File: config.mk
export PLATFORM = sky130hd
export DESIGN_NAME = hte_queue
export DESIGN_NICKNAME = d
export VERILOG_FILES = /design/src/rtl/core/hte_pkg.sv /design/src/rtl/core/hte_queue.sv
export VERILOG_INCLUDE_DIRS = /design/src /design/src/rtl/core
export SDC_FILE = /design/constraint.sdc
export NUM_CORES = 1
export LEC_CHECK = 0
export BUFFER_PORTS_ARGS = -buffer_cell sky130_fd_sc_hd__buf_2
export CORE_MARGIN = 3
export CORE_UTILIZATION = 25
export CTS_CLUSTER_DIAMETER = 150
export CTS_CLUSTER_SIZE = 28
export DETAILED_ROUTE_END_ITERATION = 10
export GPL_TIMING_DRIVEN = 0
export PLACE_DENSITY = 0.52
export SLEW_MARGIN = 0
export SYNTH_ARGS = -nofsm -noshare
export SYNTH_HDL_FRONTEND = slang
export SYNTH_SLANG_ARGS = --single-unit
File: constraint.sdc
create_clock -name clk -period 2.1 [get_ports clk]
set_input_delay 0.315 -clock clk [delete_from_list [all_inputs] [get_ports clk]]
set_output_delay 0.315 -clock clk [all_outputs]
set_load 0.1 [all_outputs]
File: src/rtl/core/heightmap_triangle_emitter_defines.svh
// Assertion macros shared by the heightmap triangle emitter RTL.
// Each macro expects clk and rst_n to be visible in the calling module.
`ifndef HEIGHTMAP_TRIANGLE_EMITTER_DEFINES_SVH
`define HEIGHTMAP_TRIANGLE_EMITTER_DEFINES_SVH

// Same-cycle implication, disabled while in reset.
`define HTE_ASSERT_NOW(label, ante, cons, msg) \
    label: assert property (@(posedge clk) disable iff (!rst_n) (ante) |-> (cons)) \
        else $error(msg);

// Next-cycle implication, disabled while in reset.
`define HTE_ASSERT_NEXT(label, ante, cons, msg) \
    label: assert property (@(posedge clk) disable iff (!rst_n) (ante) |=> (cons)) \
        else $error(msg);

`endif

File: src/rtl/core/hte_pkg.sv
// Shared constants and types for the heightmap triangle emitter.
// No dependencies; imported by every module of the block.
package hte_pkg;

    localparam int MAX_ROWS_DEF    = 4096;
    localparam int HEIGHT_BITS_DEF = 24;
    localparam int COL_BITS_DEF    = 16;

    localparam int CFG_W = 13;
    localparam logic [CFG_W-1:0] ROW_COUNT_RESET = 13'd4096;

    localparam int ROW_OUT_W   = 12;
    localparam int NQUAD       = 4;
    localparam int QUEUE_DEPTH = 4;

    typedef enum logic {
        KIND_SAMPLE = 1'b0,
        KIND_FLUSH  = 1'b1
    } kind_t;

    typedef enum logic [1:0] {
        QUAD_XM_YM = 2'd0,
        QUAD_XM_YP = 2'd1,
        QUAD_XP_YP = 2'd2,
        QUAD_XP_YM = 2'd3
    } quad_t;

    typedef struct packed {
        logic full;
        logic empty;
    } qstat_t;

endpackage

File: src/rtl/core/hte_queue.sv
// Small register queue of classified centers between front and back end.
// Depends on hte_pkg and heightmap_triangle_emitter_defines.svh.
`include "heightmap_triangle_emitter_defines.svh"

module hte_queue #(
    parameter int WIDTH = 8,
    parameter int DEPTH = hte_pkg::QUEUE_DEPTH
) (
    input  logic               clk,
    input  logic               rst_n,
    input  logic               push,
    input  logic [WIDTH-1:0]   push_data,
    input  logic               pop,
    output logic [WIDTH-1:0]   pop_data,
    output hte_pkg::qstat_t    stat
);
    import hte_pkg::*;

    localparam int PTR_W = (DEPTH > 1) ? $clog2(DEPTH) : 1;
    localparam int CNT_W = $clog2(DEPTH + 1);

    logic [WIDTH-1:0] slot_reg [DEPTH];
    logic [PTR_W-1:0] wr_ptr_reg;
    logic [PTR_W-1:0] rd_ptr_reg;
    logic [CNT_W-1:0] count_reg;
    logic [CNT_W-1:0] count_next;

    assign pop_data   = slot_reg[rd_ptr_reg];
    assign stat.full  = (count_reg == CNT_W'(DEPTH));
    assign stat.empty = (count_reg == '0);

    always_comb
    begin
        count_next = count_reg;
        if (push && !pop)
        begin
            count_next = count_reg + CNT_W'(1);
        end
        else if (pop && !push)
        begin
            count_next = count_reg - CNT_W'(1);
        end
    end

    always_ff @(posedge clk or negedge rst_n)
    begin
        if (!rst_n)
        begin
            wr_ptr_reg <= '0;
            rd_ptr_reg <= '0;
            count_reg  <= '0;
        end
        else
        begin
            if (push)
            begin
                wr_ptr_reg <= (wr_ptr_reg == PTR_W'(DEPTH - 1)) ? '0 : wr_ptr_reg + PTR_W'(1);
            end
            if (pop)
            begin
                rd_ptr_reg <= (rd_ptr_reg == PTR_W'(DEPTH - 1)) ? '0 : rd_ptr_reg + PTR_W'(1);
            end
            count_reg <= count_next;
        end
    end

    always_ff @(posedge clk)
    begin
        if (push)
        begin
            slot_reg[wr_ptr_reg] <= push_data;
        end
    end

    `HTE_ASSERT_NOW(a_no_overflow, push, !stat.full, "queue push while full")
    `HTE_ASSERT_NOW(a_no_underflow, pop, !stat.empty, "queue pop while empty")
    `HTE_ASSERT_NEXT(a_count_up, push && !pop, count_reg == $past(count_reg) + 1'b1, "queue count lost a push")

endmodule

-- Word level (Yosys, flattened, before mapping)
Memories as Yosys holds them, arrays and structs flattened.
Cells that the tools add are included.
- add/sub/neg operators: 4
- equal/unequal tests: 3
- multiplexer cells: 6
- reduce and logical (&&, ||, !) cells: 6
- operators by type and width (operator ; count):
    two-way mux 3 bit ; 2
    adder 2 x 1 -> 2 bit (second input constant) ; 2
    equality test 2 bit (second input constant) ; 2
    two-way mux 2 bit ; 2
    adder 3 x 1 -> 3 bit (second input constant) ; 1
    equality test 3 bit (second input constant) ; 1
    logical NOT 3 bit ; 1
    subtractor 3 x 1 -> 3 bit (second input constant) ; 1
    logical AND 1 bit ; 2
    logical NOT 1 bit ; 2
    two-way mux 1 bit ; 2
    nonzero test 2 bit ; 1
- flip-flop bits (word level): 7
- memory bits (writable): 32
- input port bits: 12
- output and inout port bits: 10
- memories kept: 1
- memory list (name ; depth ; width ; rd ports ; clocked after memory_dff ; wr ports ; RTL line ; RTL):
    slot_reg ; 4 ; 8 ; 1 ; 0 ; 1 ; hte_queue.sv:22 ; logic [WIDTH-1:0] slot_reg [DEPTH];

-- Longest topological paths before layout
- depth in word-level cells: 4
- mapped depth: 7
- depth with buffers taken out: 7

-- Worst setup path before layout
OpenSTA, ideal clock, no wires.
- path kind: register -> output
- from: register count_reg[0]
- to: output stat[1] (netlist bit)
- arrival time: 2.635 ns
- data required time: 1.785 ns
- slack: -0.850 ns
- cell stages (with the launch flop): 2
- buffers on the path: 0
- path through: dfrtp_1 -> nor3b_1
- RTL lines (item ; RTL line ; RTL):
    start: declaration ; hte_queue.sv:25 ; logic [CNT_W-1:0] count_reg;
    start signal: assignment ; hte_queue.sv:63 ; count_reg <= count_next;
    end: declaration ; hte_queue.sv:15 ; output hte_pkg::qstat_t stat

-- Worst setup path after layout
- from: register rd_ptr_reg[0]
- to: output pop_data[2]
- longest elaborated chain between the ends: 1
- ends and longest elaborated chain (item ; RTL line ; RTL):
    start: declaration ; hte_queue.sv:24 ; logic [PTR_W-1:0] rd_ptr_reg;
    start signal: assignment ; hte_queue.sv:61 ; rd_ptr_reg <= (rd_ptr_reg == PTR_W'(DEPTH - 1)) ? '0 : rd_ptr_reg + PTR_W'(1);
    memory (4 x 8 bit) ; -- ;
    end: declaration ; hte_queue.sv:14 ; output logic [WIDTH-1:0] pop_data,
No other way between the ends.

==> impl_metrics.tcl <==
set metrics [dict create \
    cts.clk_slew.worst_paths_ns 0.07 \
    placedCellCount 175 \
    hp-class "in2reg" \
    postSynthAreaPerCell_um2 19.9 \
    overflow 0 \
    min_period_over_period_pct 95.0 \
    place_area_um2 1780 \
    run_status "finished, final reports clean" \
    largest_reg_flops 32 \
    drc_errors 0 \
    rsz0062_at_grt "false" \
    max-cap-violations 0 \
    worstHoldPathCells 1 \
    r2r_setup_slack_ns 0.68 \
    final-setup-viol-count 0 \
    die_y_um 85.3 \
    numCtsBuffers 5 \
    end_kind "output port" \
    drtIter0Drc 19 \
    final_cell_mix "edfxtp_1, buf_2, mux4_2, dfrtp_1, ha_1" \
    grt_max_degree 13 \
    ys_types 18 \
    synth_area_um2 1570 \
    grt_pass1_wl_um 4200 \
    htree_levels 2 \
    hold_end "slot_reg[3][0]$_DFFE_PP_" \
    clock-root-buffer "clkbuf_8" \
    layout-drive-gt1-share_pct 39.4 \
    final_nets 127 \
    fin_area_um2 1920 \
    clockBufferDepth 2 \
    crit_required_ns 1.78 \
    final_cell_count_no_fill 184 \
    antenna_found_initial 0 \
    finalSetupTns_ns 0 \
    reg2reg_from "wr_ptr_reg[0]$_DFFE_PN0P_" \
    yosys_warnings 0 \
    clock-sinks 39 \
    start_util_pct 26.2 \
    critPathKind "reg2out" \
    min-delay-start "push_data[0]" \
    reg2reg_depth 3 \
    tritoncts "built" \
    worstSetupStartpointType "flip-flop" \
    gp_congestion 0.668 \
    grtUsageTotal_pct 7.82 \
    antennaDiodeCount 0 \
    crit_path_start "rd_ptr_reg[0]$_DFFE_PN0P_" \
    io_pins 22 \
    dieWidth_um 85.3 \
    core_um2 5990 \
    fp-row-count 28 \
    mostFrequentLayoutCell "edfxtp_1" \
    fmax_mhz 501 \
    worst_pin_slew_ns 0.491 \
    grt_pass1_vias 883 \
    clock_latency_ns 0.28 \
    drtPass1Iterations 4 \
    antenna_left 0 \
    slew-limit-headroom_pct 67.5 \
    die_area_um2 7270 \
    cp_max_fo 10 \
    routed_wl_um 2520 \
    hold_viol 0 \
    ys_seq_area_share_pct 72.4 \
    synth_nets 98 \
    post_cts_resized 0 \
    wl_per_cell_um 13.7 \
    min_period_ns 1.99 \
    synth-seq-cells 39 \
    clock_skew_ns 0.00754 \
    syn_to_final_growth_pct 22.4 \
    cp_data_arrival_time_ns 1.68 \
    r2r-end "slot_reg[0][4]$_DFFE_PP_" \
    dp_hpwl_um 1800 \
    portBuffers 21 \
    via_per_inst 4.21 \
    finalMaxSlewViolations 0 \
    syn_inst 79 \
    post-route-util_pct 32.1 \
    vias 774 \
]
==> layout make-up <==
cell class                      count  area [um^2]
Clock inverter                      2         60.1
Fill cell                         576         4070
Timing Repair Buffer               22          115
Multi-Input combinational cell     33          409
Inverter                            5         18.8
Buffer                              2         16.3
Tap cell                           75         93.8
Sequential cell                    39         1140
Clock buffer                        6         72.6
==> routing by layer <==
metal  up-vias  global-route usage (%)  part of all wire [%]
li1        354                       -                     -
met1       390                    7.92                    39
met2        24                    14.1                    54
met3         6                    3.30                   5.6
met4         0                    3.02                   1.7
met5         -                       0                     0
==> cells by family (layout without fill, tap and decap cells) <==
family	count (synthesis)	after routing	share of synthesized area [%]
AOI/OAI and AO/OA	2	2	0.637
xor gates and xnor gates	3	3	1.67
DFF	39	39	72.4
adders and majority gates	7	7	6.06
muxes	11	11	13.6
buffers and inverters	7	37	2.23
and+or+nand+nor	10	10	3.43
==> critical path, stage by stage, from the launching register on <==
cell and delay [ns]:
dfrtp_1 0.37, buf_6 0.18, mux4_2 0.53, buf_2 0.31
==> through the flow <==
step / hold WS (ns) / worst slack (ns)
after floorplan: 0.0194 / 0.128
after global placement: 0.152 / 0.422
after detailed placement: 0.161 / 0.392
after CTS: 0.232 / 0.0677
after global routing: 0.237 / 0.0168
final: 0.241 / 0.105
==> repair_timing <==
item                                   CTS  global route
hold buffers                             1             0
setup buffers                            0             0
endpoints found under the hold margin    7             0
==> synth_stat cells, drive strengths merged <==
cell | n | share of area, %
fa | 1 | 1.3
xnor2 | 1 | 0.56
nor3b | 1 | 0.48
xor2 | 2 | 1.1
and2 | 4 | 1.6
nor2 | 2 | 0.48
buf | 2 | 1.0
nand3 | 1 | 0.32
edfxtp | 32 | 61
nor3 | 1 | 0.32
dfrtp | 7 | 11
mux2 | 3 | 2.2
ha | 6 | 4.8
o21ai | 2 | 0.64
mux4 | 8 | 11
inv | 5 | 1.2
nand2 | 1 | 0.24
==> worst max path at each step <==
stage and endpoint:
2_1_floorplan stat[1], 5_1_grt pop_data[2], 6_report pop_data[2], 3_3_place_gp pop_data[2]
3_5_place_dp pop_data[2], 4_1_cts pop_data[2]
Power is not shown: default switching activity piles up to over one toggle a cycle in this logic, so the estimate is an artifact.
