**src/rtl/core/heightmap_triangle_emitter_defines.svh**
```systemverilog
// Assertion macros shared by the heightmap triangle emitter RTL.
// Each macro expects clk and rst_n to be visible in the calling module.
`ifndef HEIGHTMAP_TRIANGLE_EMITTER_DEFINES_SVH
`define HEIGHTMAP_TRIANGLE_EMITTER_DEFINES_SVH

// Same-cycle implication, disabled while in reset.
`define HTE_ASSERT_NOW(label, ante, cons, msg) \
    label: assert property (@(posedge clk) disable iff (!rst_n) (ante) |-> (cons)) \
        else $error(msg);

// Next-cycle implication, disabled while in reset.
`define HTE_ASSERT_NEXT(label, ante, cons, msg) \
    label: assert property (@(posedge clk) disable iff (!rst_n) (ante) |=> (cons)) \
        else $error(msg);

`endif

```
**src/rtl/core/hte_pkg.sv**
```systemverilog
// Shared constants and types for the heightmap triangle emitter.
// No dependencies; imported by every module of the block.
package hte_pkg;

    localparam int MAX_ROWS_DEF    = 4096;
    localparam int HEIGHT_BITS_DEF = 24;
    localparam int COL_BITS_DEF    = 16;

    localparam int CFG_W = 13;
    localparam logic [CFG_W-1:0] ROW_COUNT_RESET = 13'd4096;

    localparam int ROW_OUT_W   = 12;
    localparam int NQUAD       = 4;
    localparam int QUEUE_DEPTH = 4;

    typedef enum logic {
        KIND_SAMPLE = 1'b0,
        KIND_FLUSH  = 1'b1
    } kind_t;

    typedef enum logic [1:0] {
        QUAD_XM_YM = 2'd0,
        QUAD_XM_YP = 2'd1,
        QUAD_XP_YP = 2'd2,
        QUAD_XP_YM = 2'd3
    } quad_t;

    typedef struct packed {
        logic full;
        logic empty;
    } qstat_t;

endpackage

```
**src/rtl/core/hte_back.sv**
```systemverilog
// Back end: walks the quadrant mask of the queue head and, unless the output stalls,
// forms one triangle per cycle with its normal in the output register. Depends on hte_pkg.
`include "heightmap_triangle_emitter_defines.svh"

module hte_back #(
    parameter int MAX_ROWS    = hte_pkg::MAX_ROWS_DEF,
    parameter int HEIGHT_BITS = hte_pkg::HEIGHT_BITS_DEF,
    parameter int COL_BITS    = hte_pkg::COL_BITS_DEF
) (
    input  logic                   clk,
    input  logic                   rst_n,
    input  hte_pkg::qstat_t        job_stat,
    input  logic [COL_BITS+$clog2(MAX_ROWS)+5*HEIGHT_BITS+hte_pkg::NQUAD-1:0] job_data,
    output logic                   job_pop,
    output logic                   m_tvalid,
    input  logic                   m_tready,
    output logic [((COL_BITS+hte_pkg::ROW_OUT_W+5*HEIGHT_BITS+2+7)/8)*8-1:0] m_tdata,
    output logic [1:0]             m_tuser,
    output logic                   m_tlast
);
    import hte_pkg::*;

    localparam int ROW_W    = $clog2(MAX_ROWS);
    localparam int HB       = HEIGHT_BITS;
    localparam int OFS_ROW  = COL_BITS;
    localparam int OFS_ZC   = OFS_ROW + ROW_W;
    localparam int OFS_ZXM  = OFS_ZC + HB;
    localparam int OFS_ZYM  = OFS_ZXM + HB;
    localparam int OFS_ZYP  = OFS_ZYM + HB;
    localparam int OFS_ZXP  = OFS_ZYP + HB;
    localparam int OFS_MASK = OFS_ZXP + HB;
    localparam int DATA_W   = ((COL_BITS + ROW_OUT_W + 5 * HB + 2 + 7) / 8) * 8;

    logic [COL_BITS-1:0]  job_col;
    logic [ROW_W-1:0]     job_row;
    logic [HB-1:0]        job_zc;
    logic [HB-1:0]        job_zxm;
    logic [HB-1:0]        job_zym;
    logic [HB-1:0]        job_zyp;
    logic [HB-1:0]        job_zxp;
    logic [NQUAD-1:0]     job_mask;

    logic [NQUAD-1:0]     done_reg;
    logic [NQUAD-1:0]     done_next;
    logic [NQUAD-1:0]     rem;
    logic [NQUAD-1:0]     sel_bit;
    logic [NQUAD-1:0]     rem_after;
    quad_t                sel;
    logic                 load;
    logic                 last_w;
    logic [HB-1:0]        side_w;
    logic [HB-1:0]        end_w;
    logic                 dx_neg;
    logic                 dy_neg;
    logic [HB:0]          nx_w;
    logic [HB:0]          ny_w;

    logic                 out_valid_reg;
    logic [COL_BITS-1:0]  out_col_reg;
    logic [ROW_OUT_W-1:0] out_row_reg;
    quad_t                out_quad_reg;
    logic [HB-1:0]        out_zc_reg;
    logic [HB-1:0]        out_side_reg;
    logic [HB-1:0]        out_end_reg;
    logic [HB:0]          out_nx_reg;
    logic [HB:0]          out_ny_reg;
    logic                 out_last_reg;

    assign job_col  = job_data[OFS_ROW-1:0];
    assign job_row  = job_data[OFS_ZC-1:OFS_ROW];
    assign job_zc   = job_data[OFS_ZXM-1:OFS_ZC];
    assign job_zxm  = job_data[OFS_ZYM-1:OFS_ZXM];
    assign job_zym  = job_data[OFS_ZYP-1:OFS_ZYM];
    assign job_zyp  = job_data[OFS_ZXP-1:OFS_ZYP];
    assign job_zxp  = job_data[OFS_MASK-1:OFS_ZXP];
    assign job_mask = job_data[OFS_MASK+NQUAD-1:OFS_MASK];

    assign rem = job_mask & ~done_reg;

    always_comb
    begin
        if (rem[QUAD_XM_YM])
        begin
            sel = QUAD_XM_YM;
        end
        else if (rem[QUAD_XM_YP])
        begin
            sel = QUAD_XM_YP;
        end
        else if (rem[QUAD_XP_YP])
        begin
            sel = QUAD_XP_YP;
        end
        else
        begin
            sel = QUAD_XP_YM;
        end
    end

    assign sel_bit   = NQUAD'(1) << sel;
    assign rem_after = rem & ~sel_bit;
    assign last_w    = (rem_after == '0);
    assign load      = !job_stat.empty && (!out_valid_reg || m_tready);
    assign job_pop   = load && last_w;

    always_comb
    begin
        done_next = done_reg;
        if (load)
        begin
            done_next = last_w ? '0 : (done_reg | sel_bit);
        end
    end

    always_comb
    begin
        case (sel)
            QUAD_XM_YM:
            begin
                side_w = job_zxm;
                end_w  = job_zym;
                dx_neg = 1'b1;
                dy_neg = 1'b1;
            end
            QUAD_XM_YP:
            begin
                side_w = job_zxm;
                end_w  = job_zyp;
                dx_neg = 1'b1;
                dy_neg = 1'b0;
            end
            QUAD_XP_YP:
            begin
                side_w = job_zxp;
                end_w  = job_zyp;
                dx_neg = 1'b0;
                dy_neg = 1'b0;
            end
            QUAD_XP_YM:
            begin
                side_w = job_zxp;
                end_w  = job_zym;
                dx_neg = 1'b0;
                dy_neg = 1'b1;
            end
            default:
            begin
                side_w = job_zxm;
                end_w  = job_zym;
                dx_neg = 1'b1;
                dy_neg = 1'b1;
            end
        endcase
    end

    // normal = -step * delta, folded into the operand order of one subtract
    always_comb
    begin
        if (dx_neg)
        begin
            nx_w = {side_w[HB-1], side_w} - {job_zc[HB-1], job_zc};
        end
        else
        begin
            nx_w = {job_zc[HB-1], job_zc} - {side_w[HB-1], side_w};
        end
        if (dy_neg)
        begin
            ny_w = {end_w[HB-1], end_w} - {job_zc[HB-1], job_zc};
        end
        else
        begin
            ny_w = {job_zc[HB-1], job_zc} - {end_w[HB-1], end_w};
        end
    end

    always_ff @(posedge clk or negedge rst_n)
    begin
        if (!rst_n)
        begin
            out_valid_reg <= 1'b0;
            done_reg      <= '0;
        end
        else
        begin
            if (load)
            begin
                out_valid_reg <= 1'b1;
            end
            else if (m_tready)
            begin
                out_valid_reg <= 1'b0;
            end
            done_reg <= done_next;
        end
    end

    always_ff @(posedge clk)
    begin
        if (load)
        begin
            out_col_reg  <= job_col;
            out_row_reg  <= ROW_OUT_W'(job_row);
            out_quad_reg <= sel;
            out_zc_reg   <= job_zc;
            out_side_reg <= side_w;
            out_end_reg  <= end_w;
            out_nx_reg   <= nx_w;
            out_ny_reg   <= ny_w;
            out_last_reg <= last_w;
        end
    end

    assign m_tvalid = out_valid_reg;
    assign m_tuser  = out_quad_reg;
    assign m_tlast  = out_last_reg;
    assign m_tdata  = DATA_W'({out_ny_reg, out_nx_reg, out_end_reg, out_side_reg,
                               out_zc_reg, out_row_reg, out_col_reg});

    `HTE_ASSERT_NOW(a_job_has_tri, !job_stat.empty, job_mask != '0, "queued center without triangles")
    `HTE_ASSERT_NOW(a_rem_nonempty, !job_stat.empty, rem != '0, "head emitted past its mask")
    `HTE_ASSERT_NEXT(a_head_held, load && !last_w, !job_stat.empty && (done_reg != '0), "head lost before its last triangle")

endmodule

```
**config.mk**
```make
export PLATFORM = sky130hd
export DESIGN_NAME = hte_back
export DESIGN_NICKNAME = d
export VERILOG_FILES = /design/src/rtl/core/hte_pkg.sv /design/src/rtl/core/hte_back.sv
export VERILOG_INCLUDE_DIRS = /design/src /design/src/rtl/core
export SDC_FILE = /design/constraint.sdc
export NUM_CORES = 1
export LEC_CHECK = 0
export BUFFER_PORTS_ARGS = -buffer_cell sky130_fd_sc_hd__clkbuf_2
export CORE_MARGIN = 2
export CORE_UTILIZATION = 50
export DETAILED_ROUTE_END_ITERATION = 7
export GPL_TIMING_DRIVEN = 1
export HOLD_SLACK_MARGIN = 0.15
export PLACE_DENSITY = 0.78
export SLEW_MARGIN = 25
export SYNTH_ARGS = -nofsm -noshare
export SYNTH_HDL_FRONTEND = slang
export SYNTH_SLANG_ARGS = --single-unit
```
**constraint.sdc**
```tcl
create_clock -name clk -period 23.9 [get_ports clk]
set_input_delay 2.39 -clock clk [delete_from_list [all_inputs] [get_ports clk]]
set_output_delay 2.39 -clock clk [all_outputs]
set_load 0.02 [all_outputs]
```
; ---- Word-level counts from Yosys, hierarchy flattened
; Index checks and enable logic that the tools add are counted.
[classes]
n_addsub = 4
mul = 0
div_mod_pow = 0
order_cmp = 0
n_eq_ne = 3
shifts = 1
mux = 12
bitwise_logic = 5
reduce_logical = 12
[op_table]
columns = operator, count
row1 = subtractor 24 x 24 -> 25 bit, 4
row2 = one-hot mux 24 bit (2 select lines), 2
row3 = 2-to-1 mux 25 bit, 2
row4 = AND 4 bit, 2
row5 = inverter 4 bit, 2
row6 = OR reduction 2 bit, 4
row7 = == test 2 bit (second input constant), 2
row8 = zero test 4 bit, 1
row9 = 2-to-1 mux 2 bit, 2
row10 = 2-to-1 mux 4 bit, 1
row11 = bitwise OR 4 bit, 1
row12 = one-hot mux 1 bit (2 select lines), 2
row13 = << shifter 1 x 2 -> 4 bit (first input constant), 1
row14 = 2-to-1 mux 1 bit, 3
row15 = == test 2 x 1 -> 1 bit (second input constant), 1
row16 = logical AND 1 bit, 2
row17 = zero test 1 bit, 2
row18 = zero test 2 bit, 1
row19 = nonzero test 2 bit, 1
row20 = logical OR 1 bit, 1
[totals]
regBits = 158
latch_bits = 0
mem_bits_rw = 0
rom_bits = 0
in_bits = 157
memories = 0

; ---- Longest topological paths before layout
[depth]
word_depth = 10
depth_mapped = 24
depth_no_buf = 17

; ---- Worst setup path before layout
; OpenSTA, ideal clock, no wires.
[synth_timing]
path_kind = input -> output
startpoint = in job_stat[0] (netlist name)
endpoint = out job_pop
arrival_time_ns = 10.852
t_required_ns = 21.510
path_slack_ns = 10.658
cell_stages = 3
path_buffers = 1
cell_sequence = a21oi_1 -> and2_1 -> clkbuf_1
[synth_via]
elab_chain_len = 3
[synth_rtl]
columns = element, line_no
row1 = start: declaration, hte_back.sv:12  ; input hte_pkg::qstat_t job_stat,
row2 = zero test 1 bit, hte_back.sv:103  ; assign load = !job_stat.empty && (!out_valid_reg || m_tready);
row3 = logical AND 1 bit, hte_back.sv:103
row4 = logical AND 1 bit, hte_back.sv:104  ; assign job_pop = load && last_w;
row5 = end: declaration, hte_back.sv:14  ; output logic job_pop,
; Every way passes these cells.

; ---- Worst setup path in the final report
[layout_timing]
startpoint = in job_data[148] (netlist name)
endpoint = reg out_ny_reg[22] (data pin)
[layout_via]
elab_chain_len = 7
elab_cells_between_ends = 13
classes_between = add/sub (2) / eq/ne (3) / mux (4) / bitwise (1) / reduce/logical (3)
[layout_rtl]
columns = element, line_no
row1 = start: declaration, hte_back.sv:13  ; input logic [COL_BITS+$clog2(MAX_ROWS)+5*HEIGHT_BITS+hte_pkg::NQUAD-1:0] job_data,
row2 = AND 4 bit *, hte_back.sv:78  ; assign rem = job_mask & ~done_reg;
row3 = 2-to-1 mux 2 bit *, hte_back.sv:82  ; if (rem[QUAD_XM_YM])
row4 = == test 2 bit (tied with other cells), hte_back.sv:117  ; case (sel)
row5 = OR reduction 2 bit (no line), n/a
row6 = one-hot mux 24 bit (2 select lines), hte_back.sv:117
row7 = "subtractor 24 x 24 -> 25 bit, on equally long branches", "hte_back.sv:173, hte_back.sv:169"
row8 = 2-to-1 mux 25 bit *, hte_back.sv:167  ; if (dy_neg)
row9 = via ny_w[22], hte_back.sv:56  ; logic [HB:0] ny_w;
row10 = end signal: assignment, hte_back.sv:209  ; out_ny_reg <= ny_w;
row11 = end: declaration, hte_back.sv:66  ; logic [HB:0] out_ny_reg;
; Mark *: on every way through the listed nets, which the timed path passes. The rest lies on a longest branch.
; A chain may end at the register's enable or synchronous reset.

==> metrics.md <==
| Metric | Value |
|---|---|
| Total routed wirelength | 27260 um |
| Ys flop type | sky130_fd_sc_hd__edfxtp_1 |
| Number of core rows | 51 |
| Unrepaired setup endpoints after global routing | no |
| Count leader, synth | sky130_fd_sc_hd__edfxtp_1 |
| Number of detailed-routing iterations run before antenna repair | 7 |
| Number of endpoints with negative hold slack in the final report | 0 |
| Worst relative slew slack | 0.4047 |
| Number of setup violations in the final report | 0 |
| Post-synthesis share of cell area spent on full adders, half adders and majority gates | 0.1096 |
| Clock tree from TritonCTS | done |
| Period minus WS final | 7.134 ns |
| Core region area | 0.01959 mm2 |
| Final ANT Viol Nets | 0 |
| Critical path peak fanout | 66 |
| Clock buffers created by TritonCTS | 17 |
| Detailed-placement wirelength estimate | 20880 um |
| Combinational family with the most area after synthesis | compound AO/OA/AOI/OAI gates |
| Result of the run | finished, final reports clean |
| R2r worst-path depth | 18 |
| Number of remaining DRC errors | 0 |
| Worst R2R End | out_ny_reg[22]$_DFFE_PP_ |
| Area delta synth->final | 23.28% |
| Post-CTS clock slew at the launch and capture registers of the worst setup and hold paths | 0.07 ns |
| Ranking of synthesized cells by area | sky130_fd_sc_hd__edfxtp_1 (46%), sky130_fd_sc_hd__ha_1 (10%), sky130_fd_sc_hd__mux2i_1 (4.6%), sky130_fd_sc_hd__a21oi_1 (4.1%), sky130_fd_sc_hd__inv_1 (4.0%) |
| Die outline area | 0.02120 mm2 |
| Seq cells post-synth | 158 |
| Start point of the worst hold path | done_reg[2]$_DFFE_PN0P_ |
| Post-synth top area cell | sky130_fd_sc_hd__edfxtp_1 |
| Area of the multi-input gates | 0.004758 mm2 |
| Die Ht | 145.6 um |
| Post-synthesis instance area | 0.01003 mm2 |
| Maximum clock skew at final layout | 0.009958 ns |
| Type of element launching the critical path | input port |
| Max Cap Violations | 0 |
| Wire length of the first global-routing pass | 42410 um |
| Clock network latency to the later pin of the worst-skew pair | 0.43 ns |
| Slew @ Worst Pin | 0.8930 ns |
| Arrival @ worst endpoint | 7.32 ns |
| CTS Sinks | 158 |
| Fill cell total of the finished layout | 1586 |
| Number of unique standard cell types used by synthesis | 66 |
| Nets | 1483 |
| Complex-gate fraction of the synthesized area | 0.1756 |
| Number of inserted diodes | 0 |
| Iter 0 DRT Violations | 713 |
| Gr usage total | 0.2548 |
| Average instance area after synthesis | 10.61 um2 |
| Most used standard cells in the synthesized netlist | sky130_fd_sc_hd__edfxtp_1 (153), sky130_fd_sc_hd__inv_1 (106), sky130_fd_sc_hd__a21oi_1 (83), sky130_fd_sc_hd__ha_1 (83), sky130_fd_sc_hd__nand2_1 (62) |
| Starting Density | 0.5118 |
| Number of levels the H-tree was split into | 4 |
| # hold bufs at CTS | 0 |
| Final-report max-slew violation count | 0 |
| HP Class | reg2reg |
| Placed Cells incl. Taps | 1486 |
| CTS max path bufs | 2 |
| Via-per-instance ratio | 5.552 |
| Share of the synthesized area in the top cell type | 0.4582 |
| Initial antenna violation count | 0 |
| Final weighted congestion in routability-driven placement | 0.9476 |
| Vias in the first global route | 8123 |
| Simple logic cell fraction of the synthesized area | 0.08173 |
| Sequential element share of the synthesized area | 0.4707 |
| Via count of the routed design | 8428 |
| Hold path depth | 2 |
| Kind of critical path | in2reg |
| Critical Path Sink Type | flop |
| Upper clock frequency limit | 0.1402 GHz |
| Ratio of cells with drive above 1 in the final layout | 0.2977 |
| Mux share of post-synthesis cell area | 0.06688 |
| Power per Cell Area | 118.3 mW/mm2 |
| Data required time at the worst endpoint | 24.08 ns |
| I/O pins | 314 |
| Gate Count Post-Synth | 945 |
| Crit Reg-Reg Startpoint | done_reg[1]$_DFFE_PN0P_ |
| Maximum number of pins on one net before global-route repair | 84 |
| Setup TNS | 0 ns |
| Final clock period utilization by the worst path | 0.2985 |
| Sequential cell area in the final layout | 0.004720 mm2 |
| Post-synthesis share of cell area spent on xor and xnor gates | 0.03843 |
| Number of buffers inserted by post-CTS setup repair | 0 |
| Proportion of synthesized flip-flops having asynchronous set or reset | 0.03165 |
| Post-route cell area | 0.01236 mm2 |
| Post-DP Area | 0.01180 mm2 |
| Overflow left after global routing | 0 |
| Total of buffers placed on input and output ports | 310 |
| Number of flops mapped to enable cells by yosys | 153 |
| Die extent in x | 145.6 um |
| Largest vdd supply drop | 0.00007553 V |
| Yosys Warn Count | 0 |
| Average wire per cell in the routed design | 17.95 um |
| Buffer type at the clock tree root | sky130_fd_sc_hd__clkbuf_16 |
| Flop-to-flop setup slack | 18.33 ns |
| Number of standard cells in the final layout excluding fillers | 1518 |
| Leakage dissipation | 5.735 nW |
| Post-layout util | 0.6310 |
| Worst hold slack | 0.4916 ns |
| Post-CTS resize count | 0 |
| Worst hold path endpoint | done_reg[2]$_DFFE_PN0P_ |
[logic make-up (layout without fill, tap and decap cells)]
| logic type | after synthesis | count (layout) |
|---|---|---|
| adders and majority gates | 86 | 86 |
| xor gates and xnor gates | 44 | 44 |
| AOI/OAI and AO/OA | 271 | 271 |
| DFF | 158 | 158 |
| buffers and inverters | 146 | 453 |
| other | 1 | 2 |
| and+or+nand+nor | 175 | 175 |
| muxes | 64 | 64 |
[how the worst max path moves through the flow]
| stage | start | to | slack [ns] | cells past startpoint |
|---|---|---|---|---|
| after global routing | job_data[148] | out_ny_reg[21]$_DFFE_PP_ | 16.35 | 19 |
| final | job_data[148] | out_ny_reg[22]$_DFFE_PP_ | 16.77 | 19 |
| after floorplan | job_stat[0] | job_pop | 10.66 | 3 |
| after detailed placement | job_data[148] | out_ny_reg[22]$_DFFE_PP_ | 16.40 | 19 |
| after global placement | job_data[148] | out_ny_reg[22]$_DFFE_PP_ | 16.44 | 19 |
| after CTS | job_data[148] | out_ny_reg[22]$_DFFE_PP_ | 16.81 | 19 |
[metrics by stage]
stage | setup WS (ns) | total power (W)
after floorplan | 10.66 | 0.001002
after global placement | 16.44 | 0.001181
after detailed placement | 16.40 | 0.001190
after CTS | 16.81 | 0.001461
after global routing | 16.35 | 0.001554
final | 16.77 | 0.001462
[layer usage]
| layer | vias to the layer above | GRT usage | share of wire |
|---|---|---|---|
| li1 | 4051 | - | - |
| met4 | 0 | 0.1176 | 0.039 |
| met1 | 3931 | 0.3409 | 0.43 |
| met2 | 373 | 0.4024 | 0.46 |
| met3 | 73 | 0.05047 | 0.063 |
| met5 | - | 0 | 0 |
[worst max-delay path, stage by stage]
cell and delay [ns]:
sky130_fd_sc_hd__clkbuf_2 0.09, sky130_fd_sc_hd__nand2b_1 0.12, sky130_fd_sc_hd__nand2_2 0.09, sky130_fd_sc_hd__buf_4 0.60, sky130_fd_sc_hd__inv_1 0.15, sky130_fd_sc_hd__ha_2 0.36
sky130_fd_sc_hd__buf_4 0.61, sky130_fd_sc_hd__mux2i_1 0.50, sky130_fd_sc_hd__inv_1 0.10, sky130_fd_sc_hd__ha_1 0.41, sky130_fd_sc_hd__a21o_1 0.21, sky130_fd_sc_hd__a21oi_1 0.20
sky130_fd_sc_hd__o31ai_1 0.15, sky130_fd_sc_hd__a31o_2 0.27, sky130_fd_sc_hd__a211oi_1 0.42, sky130_fd_sc_hd__nor3_1 0.12, sky130_fd_sc_hd__a211oi_1 0.20, sky130_fd_sc_hd__o2bb2ai_1 0.13
sky130_fd_sc_hd__xor2_1 0.15
[placed cells by master (no fill, tap or decap), types with 6 or more instances in the layout]
cell type	synthesis	layout
sky130_fd_sc_hd__nor2_1	41	41
sky130_fd_sc_hd__mux2i_1	46	46
sky130_fd_sc_hd__o211ai_1	13	13
sky130_fd_sc_hd__mux2_2	16	16
sky130_fd_sc_hd__a211oi_1	16	16
sky130_fd_sc_hd__inv_1	106	106
sky130_fd_sc_hd__clkbuf_16	0	17
sky130_fd_sc_hd__nor2b_1	10	10
sky130_fd_sc_hd__o21ai_0	43	43
sky130_fd_sc_hd__a31oi_1	11	11
sky130_fd_sc_hd__xor2_1	15	15
sky130_fd_sc_hd__xnor2_1	29	29
sky130_fd_sc_hd__nand3_1	10	10
sky130_fd_sc_hd__clkbuf_2	0	310
sky130_fd_sc_hd__o21bai_1	12	12
sky130_fd_sc_hd__a21oi_1	83	82
sky130_fd_sc_hd__ha_1	83	82
sky130_fd_sc_hd__nor3_1	12	12
sky130_fd_sc_hd__a32oi_1	6	6
sky130_fd_sc_hd__a21boi_0	6	6
sky130_fd_sc_hd__o22ai_1	6	6
sky130_fd_sc_hd__nand2_1	62	61
sky130_fd_sc_hd__a21o_1	25	25
sky130_fd_sc_hd__edfxtp_1	153	153
sky130_fd_sc_hd__nand4_1	14	14
[where the power goes]
| part | switching (W) | internal, W | total [W] |
|---|---|---|---|
| Clock | 0.000114 | 0.000145 | 0.000259 |
| Combinational | 0.000490 | 0.000295 | 0.000785 |
| Sequential | 0.0000167 | 0.000402 | 0.000418 |
[final cells by class]
type,count,area share
Sequential cell,158,0.3818
Inverter,106,0.03219
Clock buffer,18,0.03472
Tap cell,265,0.02682
Clock inverter,14,0.01073
Timing Repair Buffer,315,0.1288
Multi-Input combinational cell,642,0.3849
Power figures use the tool's default switching activity.
